<file path="src/rtl/core/apg_pkg.sv">
// Shared constants, types and the arctangent table of the arc point generator.
`default_nettype none

package apg_pkg;

    // Default signed width of a saturated coordinate.
    localparam int COORD_BITS_DEF = 32;

    // Widths of the stream payloads and of the fixed 32-bit fields.
    localparam int FIELD_W    = 32;
    localparam int IN_DATA_W  = 160;
    localparam int OUT_DATA_W = 160;

    // Angles are in 1/64 degree.
    localparam int ANGLE_W = 17;
    localparam int TURN_W  = 16;
    localparam logic [TURN_W-1:0] FULL_TURN    = 16'd23040;
    localparam logic [TURN_W-1:0] QUARTER_TURN = 16'd5760;
    localparam logic [TURN_W-1:0] HALF_TURN    = 16'd11520;
    localparam logic [TURN_W-1:0] THREE_QUARTER_TURN = 16'd17280;
    localparam logic signed [ANGLE_W-1:0] ANGLE_STEP = 17'sd320;

    // Residual angle in 1/64 degree to radians in Q2.30, scaled by 2^10.
    localparam int RESID_W = 13;
    localparam logic [28:0] RAD_SCALE = 29'd299845282;

    // CORDIC datapath in signed Q2.30 with headroom.
    localparam int TRIG_W = 34;
    localparam logic signed [TRIG_W-1:0] CORDIC_INV_GAIN = 34'sd652032874;
    localparam int CORDIC_ITERS = 30;
    localparam int ITER_W = 5;

    // Points per arc: stepped points are limited to this, plus the closing finish point.
    localparam int POINT_CNT_W = 7;
    localparam logic [POINT_CNT_W-1:0] MAX_STEP_POINTS = 7'd72;

    typedef enum logic [1:0] {
        QUAD_0 = 2'd0,
        QUAD_1 = 2'd1,
        QUAD_2 = 2'd2,
        QUAD_3 = 2'd3
    } quad_t;

    typedef enum logic [1:0] {
        CD_IDLE,
        CD_LOAD,
        CD_ITER,
        CD_DONE
    } cordic_state_t;

    typedef enum logic [2:0] {
        SQ_IDLE,
        SQ_POINT,
        SQ_TRIG,
        SQ_SCALE_X,
        SQ_WAIT_X,
        SQ_SCALE_Y,
        SQ_WAIT_Y,
        SQ_STORE
    } seq_state_t;

    // Control group from the sequencer to the shared scaling unit.
    typedef struct packed {
        logic start;
        logic sel_y;
    } scale_ctrl_t;

    // Arctangent of 2^-i in Q2.30.
    function automatic logic signed [TRIG_W-1:0] atan_q30(input logic [ITER_W-1:0] i);
        logic signed [TRIG_W-1:0] v;
        unique case (i)
            5'd0:  v = 34'sd843314857;
            5'd1:  v = 34'sd497837829;
            5'd2:  v = 34'sd263043837;
            5'd3:  v = 34'sd133525159;
            5'd4:  v = 34'sd67021687;
            5'd5:  v = 34'sd33543516;
            5'd6:  v = 34'sd16775851;
            5'd7:  v = 34'sd8388437;
            5'd8:  v = 34'sd4194283;
            5'd9:  v = 34'sd2097149;
            5'd10: v = 34'sd1048576;
            5'd11: v = 34'sd524288;
            5'd12: v = 34'sd262144;
            5'd13: v = 34'sd131072;
            5'd14: v = 34'sd65536;
            5'd15: v = 34'sd32768;
            5'd16: v = 34'sd16384;
            5'd17: v = 34'sd8192;
            5'd18: v = 34'sd4096;
            5'd19: v = 34'sd2048;
            5'd20: v = 34'sd1024;
            5'd21: v = 34'sd512;
            5'd22: v = 34'sd256;
            5'd23: v = 34'sd128;
            5'd24: v = 34'sd64;
            5'd25: v = 34'sd32;
            5'd26: v = 34'sd16;
            5'd27: v = 34'sd8;
            5'd28: v = 34'sd4;
            5'd29: v = 34'sd2;
            default: v = '0;
        endcase
        return v;
    endfunction

endpackage

`default_nettype wire

</file>
<file path="src/rtl/core/apg_cordic.sv">
// Iterative rotation-mode CORDIC giving cosine and sine of an angle in 1/64 degree.
`default_nettype none

module apg_cordic
(
    input  wire logic                                clk,
    input  wire logic                                rst_n,
    input  wire logic                                start,
    input  wire logic [apg_pkg::TURN_W-1:0]          angle,
    output logic                                     done,
    output logic signed [apg_pkg::TRIG_W-1:0]        cos_val,
    output logic signed [apg_pkg::TRIG_W-1:0]        sin_val
);

    apg_pkg::cordic_state_t state_reg;
    apg_pkg::cordic_state_t state_next;

    apg_pkg::quad_t                      quad_reg;
    logic [apg_pkg::RESID_W-1:0]         resid_reg;
    logic [apg_pkg::ITER_W-1:0]          iter_reg;
    logic signed [apg_pkg::TRIG_W-1:0]   x_reg;
    logic signed [apg_pkg::TRIG_W-1:0]   y_reg;
    logic signed [apg_pkg::TRIG_W-1:0]   z_reg;

    logic [apg_pkg::TURN_W-1:0]          reduced;
    logic [apg_pkg::TURN_W-1:0]          resid_full;
    apg_pkg::quad_t                      quad_next;
    logic [41:0]                         z_prod;
    logic signed [apg_pkg::TRIG_W-1:0]   dx;
    logic signed [apg_pkg::TRIG_W-1:0]   dy;
    logic signed [apg_pkg::TRIG_W-1:0]   atan_i;
    logic                                last_iter;

    // Fold the angle into one turn and split off the quadrant.
    always_comb
    begin
        reduced = (angle >= apg_pkg::FULL_TURN) ? angle - apg_pkg::FULL_TURN : angle;
        priority if (reduced >= apg_pkg::THREE_QUARTER_TURN)
        begin
            quad_next  = apg_pkg::QUAD_3;
            resid_full = reduced - apg_pkg::THREE_QUARTER_TURN;
        end
        else if (reduced >= apg_pkg::HALF_TURN)
        begin
            quad_next  = apg_pkg::QUAD_2;
            resid_full = reduced - apg_pkg::HALF_TURN;
        end
        else if (reduced >= apg_pkg::QUARTER_TURN)
        begin
            quad_next  = apg_pkg::QUAD_1;
            resid_full = reduced - apg_pkg::QUARTER_TURN;
        end
        else
        begin
            quad_next  = apg_pkg::QUAD_0;
            resid_full = reduced;
        end
    end

    assign z_prod    = 42'(resid_reg) * 42'(apg_pkg::RAD_SCALE) + 42'd512;
    assign dx        = y_reg >>> iter_reg;
    assign dy        = x_reg >>> iter_reg;
    assign atan_i    = apg_pkg::atan_q30(iter_reg);
    assign last_iter = (iter_reg == apg_pkg::ITER_W'(apg_pkg::CORDIC_ITERS - 1));

    always_comb
    begin
        state_next = state_reg;
        unique case (state_reg)
            apg_pkg::CD_IDLE: if (start) state_next = apg_pkg::CD_LOAD;
            apg_pkg::CD_LOAD: state_next = apg_pkg::CD_ITER;
            apg_pkg::CD_ITER: if (last_iter) state_next = apg_pkg::CD_DONE;
            apg_pkg::CD_DONE: state_next = apg_pkg::CD_IDLE;
            default:          state_next = apg_pkg::CD_IDLE;
        endcase
    end

    always_comb
    begin
        done = (state_reg == apg_pkg::CD_DONE);
    end

    always_ff @(posedge clk or negedge rst_n)
    begin
        if (!rst_n)
        begin
            state_reg <= apg_pkg::CD_IDLE;
        end
        else
        begin
            state_reg <= state_next;
        end
    end

    always_ff @(posedge clk)
    begin
        unique case (state_reg)
            apg_pkg::CD_IDLE:
            begin
                quad_reg  <= quad_next;
                resid_reg <= resid_full[apg_pkg::RESID_W-1:0];
            end
            apg_pkg::CD_LOAD:
            begin
                z_reg    <= $signed({2'b00, z_prod[41:10]});
                x_reg    <= apg_pkg::CORDIC_INV_GAIN;
                y_reg    <= '0;
                iter_reg <= '0;
            end
            apg_pkg::CD_ITER:
            begin
                if (!z_reg[apg_pkg::TRIG_W-1])
                begin
                    x_reg <= x_reg - dx;
                    y_reg <= y_reg + dy;
                    z_reg <= z_reg - atan_i;
                end
                else
                begin
                    x_reg <= x_reg + dx;
                    y_reg <= y_reg - dy;
                    z_reg <= z_reg + atan_i;
                end
                iter_reg <= iter_reg + 1'b1;
            end
            default:
            begin
            end
        endcase
    end

    // Rotate the first-quadrant result into the quadrant of the angle.
    always_comb
    begin
        unique case (quad_reg)
            apg_pkg::QUAD_0:
            begin
                cos_val = x_reg;
                sin_val = y_reg;
            end
            apg_pkg::QUAD_1:
            begin
                cos_val = -y_reg;
                sin_val = x_reg;
            end
            apg_pkg::QUAD_2:
            begin
                cos_val = -x_reg;
                sin_val = -y_reg;
            end
            default:
            begin
                cos_val = y_reg;
                sin_val = -x_reg;
            end
        endcase
    end

endmodule

`default_nettype wire

</file>
<file path="config.mk">
export PLATFORM = sky130hd
export DESIGN_NAME = apg_cordic
export DESIGN_NICKNAME = d
export VERILOG_FILES = /design/src/rtl/core/apg_pkg.sv /design/src/rtl/core/apg_cordic.sv
export SDC_FILE = /design/constraint.sdc
export NUM_CORES = 1
export LEC_CHECK = 0
export BUFFER_PORTS_ARGS = -buffer_cell sky130_fd_sc_hd__clkbuf_2
export CORE_UTILIZATION = 54
export CTS_BUF_LIST = sky130_fd_sc_hd__clkbuf_8 sky130_fd_sc_hd__clkbuf_16
export DETAILED_ROUTE_END_ITERATION = 12
export GPL_ROUTABILITY_DRIVEN = 0
export PLACE_DENSITY = 0.71
export RECOVER_POWER = 25
export SLEW_MARGIN = 20
export SYNTH_ARGS = -nofsm -noshare
export SYNTH_HDL_FRONTEND = slang
export SYNTH_SLANG_ARGS = --single-unit
</file>
<file path="constraint.sdc">
create_clock -name clk -period 20.2 [get_ports clk]
set_input_delay 2.02 -clock clk [delete_from_list [all_inputs] [get_ports clk]]
set_output_delay 2.02 -clock clk [all_outputs]
set_load 0.02 [all_outputs]
</file>
## Yosys cells after proc, flatten, opt, wreduce, memory -nomap -nowiden

Memories as Yosys holds them, arrays and structs flattened. A register that Yosys moved wholly into a read port is not among the register bits.
Index checks and enable logic that the tools add are counted.

| word-level totals | value |
|---|---|
| register bits | 124 |
| bits in read-only memories | 960 |
| input bits | 19 |
| output and inout port bits | 69 |
| memories kept | 1 |

| cells by class | value |
|---|---|
| $add $sub $neg | 14 |
| multipliers | 1 |
| order comparisons | 4 |
| equality and inequality tests | 8 |
| shift operators | 2 |
| multiplexer cells | 19 |
| reductions and logical operators | 5 |

Memories:

| memory | words | width | read ports | clocked after memory_dff | wr ports | RTL line | RTL |
|---|---|---|---|---|---|---|---|
| (no name shown) | 32 | 30 | 1 | 1 | 0 | apg_pkg.sv:71 | `unique case (i)` |

Operators with widths:

| kind | count |
|---|---|
| 34-bit case mux with 2 select lines | 3 |
| 34-bit case mux with 3 select lines | 2 |
| 34-bit adder | 3 |
| 34-bit 2-to-1 mux | 3 |
| 34-bit subtractor | 3 |
| 34-bit negation | 2 |
| 34-bit by 5-bit >>> shifter with 34-bit output | 2 |
| 42-bit by 10-bit adder with 42-bit output, second input constant | 1 |
| 13-bit by 28-bit multiplier with 41-bit output, second input constant | 1 |
| 13-bit 2-to-1 mux | 3 |
| 16-bit by 15-bit greater-or-equal comparator with 1-bit output, second input constant | 2 |
| 16-bit by 13-bit greater-or-equal comparator with 1-bit output, second input constant | 1 |
| 16-bit by 14-bit greater-or-equal comparator with 1-bit output, second input constant | 1 |
| 16-bit 2-to-1 mux | 1 |
| 16-bit by 15-bit subtractor with 16-bit output, second input constant | 1 |
| 13-bit by 10-bit subtractor with 13-bit output, second input constant | 1 |
| 13-bit by 12-bit subtractor with 13-bit output, second input constant | 1 |
| 13-bit subtractor, second input constant | 1 |
| 5-bit case mux with 2 select lines | 1 |
| 2-bit case mux with 4 select lines | 1 |
| 2-bit == test, second input constant | 3 |
| 5-bit by 1-bit adder with 5-bit output, second input constant | 1 |
| 5-bit == test, second input constant | 1 |
| 5-bit 2-to-1 mux | 1 |
| 8 further kinds | 13 |

## Longest topological paths before layout

| depth | value |
|---|---|
| depth after elaboration | 6 |
| mapped depth | 28 |
| depth with buffers taken out | 24 |

## Least setup slack after synthesis

Ideal clock, no wire load.

| timing path | value |
|---|---|
| path kind | register -> register |
| start point | reg resid_reg[2] in the netlist's numbering |
| end point | reg z_reg[31] in the netlist's numbering, data pin |
| setup time | 0.259 ns |
| data arrival time | 6.437 ns |
| data required time | 19.941 ns |
| path slack | 13.504 ns |
| stages on the path, launching flop included | 23 |
| buffers on the path | 1 |
| path through | edfxtp_1 fa_1 inv_1 fa_1 inv_1 fa_1 fa_1 inv_1 fa_1 inv_1 ha_1 clkbuf_1 a21oi_1 o21ai_0 a21o_1 a221oi_1 a2111oi_0 o21ai_0 nand4_1 or3_1 a2111oi_0 xor2_1 o31a_1 |

| between the ends | value |
|---|---|
| cells in the longest elaborated chain, start to end | 3 |

RTL lines:

| item | RTL line | RTL |
|---|---|---|
| from (decl) | apg_cordic.sv:19 | `logic [apg_pkg::RESID_W-1:0] resid_reg;` |
| from (signal assigned) | apg_cordic.sv:101 | `resid_reg <= resid_full[apg_pkg::RESID_W-1:0];` |
| 13-bit by 28-bit multiplier with 41-bit output | apg_cordic.sv:60 | `assign z_prod = 42'(resid_reg) * 42'(apg_pkg::RAD_SCALE) + 42'd512;` |
| 42-bit by 10-bit adder with 42-bit output | apg_cordic.sv:60 |  |
| 34-bit case mux with 2 select lines | apg_cordic.sv:97 | `unique case (state_reg)` |
| to (signal assigned) | apg_cordic.sv:105 | `z_reg <= $signed({2'b00, z_prod[41:10]});` |
| to (signal assigned) | apg_cordic.sv:116 | `z_reg <= z_reg - atan_i;` |
| to (signal assigned) | apg_cordic.sv:122 | `z_reg <= z_reg + atan_i;` |
| to (decl) | apg_cordic.sv:23 | `logic signed [apg_pkg::TRIG_W-1:0] z_reg;` |

No other way between the ends.
A chain may end at the register's enable or synchronous reset.

## Worst setup path after layout

Same ends and word-level chain as after synthesis.

==> impl_metrics.csv <==
group,metric,value,unit
synth,synth_enable_flop_cells,122,
sta,fin_crit,7.49,ns
synth,synth.top_cells.by_count,"278 x sky130_fd_sc_hd__inv_1, 264 x sky130_fd_sc_hd__nor2_1, 252 x sky130_fd_sc_hd__a21oi_1, 250 x sky130_fd_sc_hd__nand2_1, 241 x sky130_fd_sc_hd__ha_1",
synth,combinational_family_with_the_most_area_after_synthesis,"adder cells",
synth,postSynthNetCount,3571,
die,fp.dieArea,0.0506,mm^2
cells_and_area,number_of_nets_in_the_layout,3524,
synth,postSynthCellCount,3200,
detailed_routing,detail_route.first_pass.iterations,9,
global_routing,grt-ovfl-total,0,
global_routing,grt_pass1_vias,24135,
placement,placement.io_buffers,87,
detailed_routing,vias_per_cell,6.41,
synth,synth-async-reset-ratio,1.30,%
clock_tree,cts_repair_resize_count,0,
die,die_w,225,um
worst_setup_path,worstPathBufferInverterCount,4,
detailed_routing,met3RoutedLength,6610,um
sta,timing.setup.tns,0,ns
detailed_routing,via_count,24544,
sta,clock_skew,0.0149,ns
sta,min_period_over_period,37.1,%
clock_tree,cts_tree,"yes",
sta,max_slew_margin,-106,%
sta,timing.final.hold_violations,0,
synth,ys_top_cells_by_area,"sky130_fd_sc_hd__edfxtp_1 14%, sky130_fd_sc_hd__ha_1 11%, sky130_fd_sc_hd__fa_1 8.3%",
worst_setup_path,crit_arrival,7.75,ns
clock_tree,cts_hold_buf,0,
sta,fmaxAchievable,134,MHz
sta,final-max-slew-violation-count,89,
detailed_routing,ant_nets,0,
cells_and_area,flow.area_growth_from_synthesis,4.54,%
hold_path,holdCritPathClass,"register to register",
synth,syn_area_per_cell,8.38,um^2
global_routing,antenna_found_initial,0,
global_routing,grt_pass1_wl,127000,um
die,effective_utilization_at_floorplan,54.8,%
cells_and_area,drive_gt1_share,8.59,%
synth,synth.mux.area_fraction,11.2,%
synth,synth-compound-area-share,18.6,%
clock_tree,cts-buffers-inserted,17,
clock_tree,clk_root_buffer_cell,"sky130_fd_sc_hd__clkbuf_16",
synth,synth_top_area_share,13.7,%
detailed_routing,wirelength_met1,30000,um
detailed_routing,route.detailed.wl_per_inst,20.9,um
die,core_area,0.0490,mm^2
detailed_routing,postRouteWirelength,80000,um
die,die_h,225,um
clock_tree,clk_latency,0.50,ns
worst_setup_path,critical-path-max-stage-delay,0.67,ns
worst_setup_path,timing.critical_path.slowest_stage_cell,"sky130_fd_sc_hd__fa_1",
worst_setup_path,worst-endpoint-required,20.46,ns
synth,synth_xor_area_share,10.4,%
detailed_routing,post-route-drc-count,0,
worst_setup_path,cell_chain_critical_path,"fa_1, inv_1, fa_1, inv_1, fa_1, fa_1, inv_1, fa_1, inv_1, ha_1, a21oi_1, o21ai_0, a21o_1, a221oi_1, a2111oi_0, o21ai_0, nand4_1, or3_1, a2111oi_0, xor2_1, o31a_1",
worst_setup_path,path_common_cell,"sky130_fd_sc_hd__fa_1",
synth,synth_warnings,0,
clock_tree,count_of_clock_tree_sinks,154,
synth,synth_seq_cells,154,
global_routing,global_route_usage_sum,32.1,%
placement,post-dp-hpwl,61900,um
flow_run,timing.max_cap.violations,2,
synth,yosys.area_share.adder,19.5,%
sta,rsz_0062_raised_after_global_routing,"false",
synth,synth_simple_gate_area_share,17.2,%
clock_tree,htree_levels,4,
global_routing,grt_max_degree,107,
worst_setup_path,endpoint_kind,"register",
sta,timing.final.setup_violations,0,
synth,synth.yosys.seq_area_share,16.1,%
synth,yosys_most_used_dff,"sky130_fd_sc_hd__edfxtp_1",
status,status,"finished, violations left",
detailed_routing,topmost_layer_with_routed_signal_wires,"met4",
cells_and_area,antennaDiodeCount,0,
detailed_routing,met2_routed_length,38800,um
worst_setup_path,cpLargestDelayFamily,"adder cells",
clock_tree,post-cts-setup-buffer-count,0,
die,fp_rows,81,
sta,max_slew.worst_pin.slew,3.09,ns
clock_tree,cts.reportedPaths.clkPinSlew,0.08,ns
status,violations,"max-capacitance violations, max-slew violations",
synth,synth.lib_cells_used.distinct,108,
synth,synth_area,0.0268,mm^2
worst_setup_path,critical_path_class,"register to register",
clock_tree,clock_tree.buffer_depth,2,
synth,post-synth-top-count-cell,"sky130_fd_sc_hd__inv_1",
synth,synth_area_leader_cell,"sky130_fd_sc_hd__edfxtp_1",
die,ioPinCount,88,
worst_setup_path,critPathLaunchType,"register",
worst_setup_path,path_max_fanout,10,
detailed_routing,drt_iter0_markers,2375,
==> path summary, 6_finish.rpt <==
kind,to,start,cells past startpoint,slack [ns]
hold / removal,state_reg[0]$_DFFE_PN0P_,state_reg[0]$_DFFE_PN0P_,1,0.56
setup reg to reg,z_reg[31]$_DFFE_PN_,resid_reg[2]$_DFFE_PN_,21,12.71
setup / recovery,z_reg[31]$_DFFE_PN_,resid_reg[2]$_DFFE_PN_,21,12.71
max in group asynchronous,state_reg[1]$_DFFE_PN0P_,rst_n,1,18.76
hold reg to reg,state_reg[0]$_DFFE_PN0P_,state_reg[0]$_DFFE_PN0P_,1,0.56
min in group asynchronous,state_reg[0]$_DFFE_PN0P_,rst_n,1,1.30
==> per-layer routing <==
layer  vias up  GRT usage (%)
met5         -              0
met4         0           18.0
met3       311           7.39
met2      1156           55.4
met1     11732           36.5
li1      11345              -
==> layout make-up <==
class                   count  area [um^2]
flip-flops and latches    154         4310
clock buffers              17          425
clock inverters            15          181
well taps                 664          831
fillers                  4403        20900
multi-input cells        2591        20700
repair buffers            109          586
inverters                 280         1050
==> worst register-to-register path, stage by stage (launching register included) <==
cell and delay (ns):
sky130_fd_sc_hd__edfxtp_1 0.58, sky130_fd_sc_hd__fa_1 0.67, sky130_fd_sc_hd__inv_1 0.11, sky130_fd_sc_hd__fa_1 0.52, sky130_fd_sc_hd__inv_1 0.05, sky130_fd_sc_hd__fa_1 0.46
sky130_fd_sc_hd__fa_1 0.49, sky130_fd_sc_hd__inv_1 0.05, sky130_fd_sc_hd__fa_1 0.53, sky130_fd_sc_hd__inv_1 0.04, sky130_fd_sc_hd__ha_1 0.40, sky130_fd_sc_hd__a21oi_1 0.27
sky130_fd_sc_hd__o21ai_0 0.20, sky130_fd_sc_hd__a21o_1 0.21, sky130_fd_sc_hd__a221oi_1 0.43, sky130_fd_sc_hd__a2111oi_0 0.23, sky130_fd_sc_hd__o21ai_0 0.30, sky130_fd_sc_hd__nand4_1 0.23
sky130_fd_sc_hd__or3_1 0.48, sky130_fd_sc_hd__a2111oi_0 0.61, sky130_fd_sc_hd__xor2_1 0.13, sky130_fd_sc_hd__o31a_1 0.26
==> cell usage in the layout, fill, tap and decap left out, drive strengths merged, types with 21 or more instances in the layout <==
master,Yosys,routed
nand4,23,23
fa,111,111
nand3,53,53
o21ai,215,215
and3,29,29
nor2,264,264
a21oi,253,253
xnor2,185,185
a211oi,24,24
mux4,86,86
dfxtp,30,30
o21a,26,26
and2,41,41
o21bai,21,21
nor3,80,80
xor2,135,135
a21o,68,68
mux2i,63,63
nand2b,45,45
mux2,30,30
nand2,250,250
edfxtp,122,122
ha,241,241
a31oi,45,45
inv,278,286
nor2b,24,24
clkbuf,120,106
or3,28,28
==> cell families (layout without fill, tap and decap cells) <==
group / count (synthesis) / in the layout
compound gates: 809 / 809
simple gates: 931 / 931
fa+ha+maj: 352 / 352
mux: 179 / 179
xor+xnor: 320 / 320
flops: 154 / 154
buf+inv: 455 / 421
==> metrics by stage <==
step                      area (um^2)  setup WS [ns]  instances  utilization [%]  hold slack, ns
after floorplan                 26800          13.50       3200                -           0.500
after global placement          27500          13.02       3798             56.1           0.513
after detailed placement        27500          12.80       3798             56.1           0.537
after CTS                       28100          12.76       3830             57.4           0.554
after global routing            28000          12.31       3830             57.3           0.575
final                           28000          12.71       3830             57.3           0.557
Power is left out: the tool's default activity adds up to more than one toggle a clock period on the data nets, which glitch-free logic cannot reach.
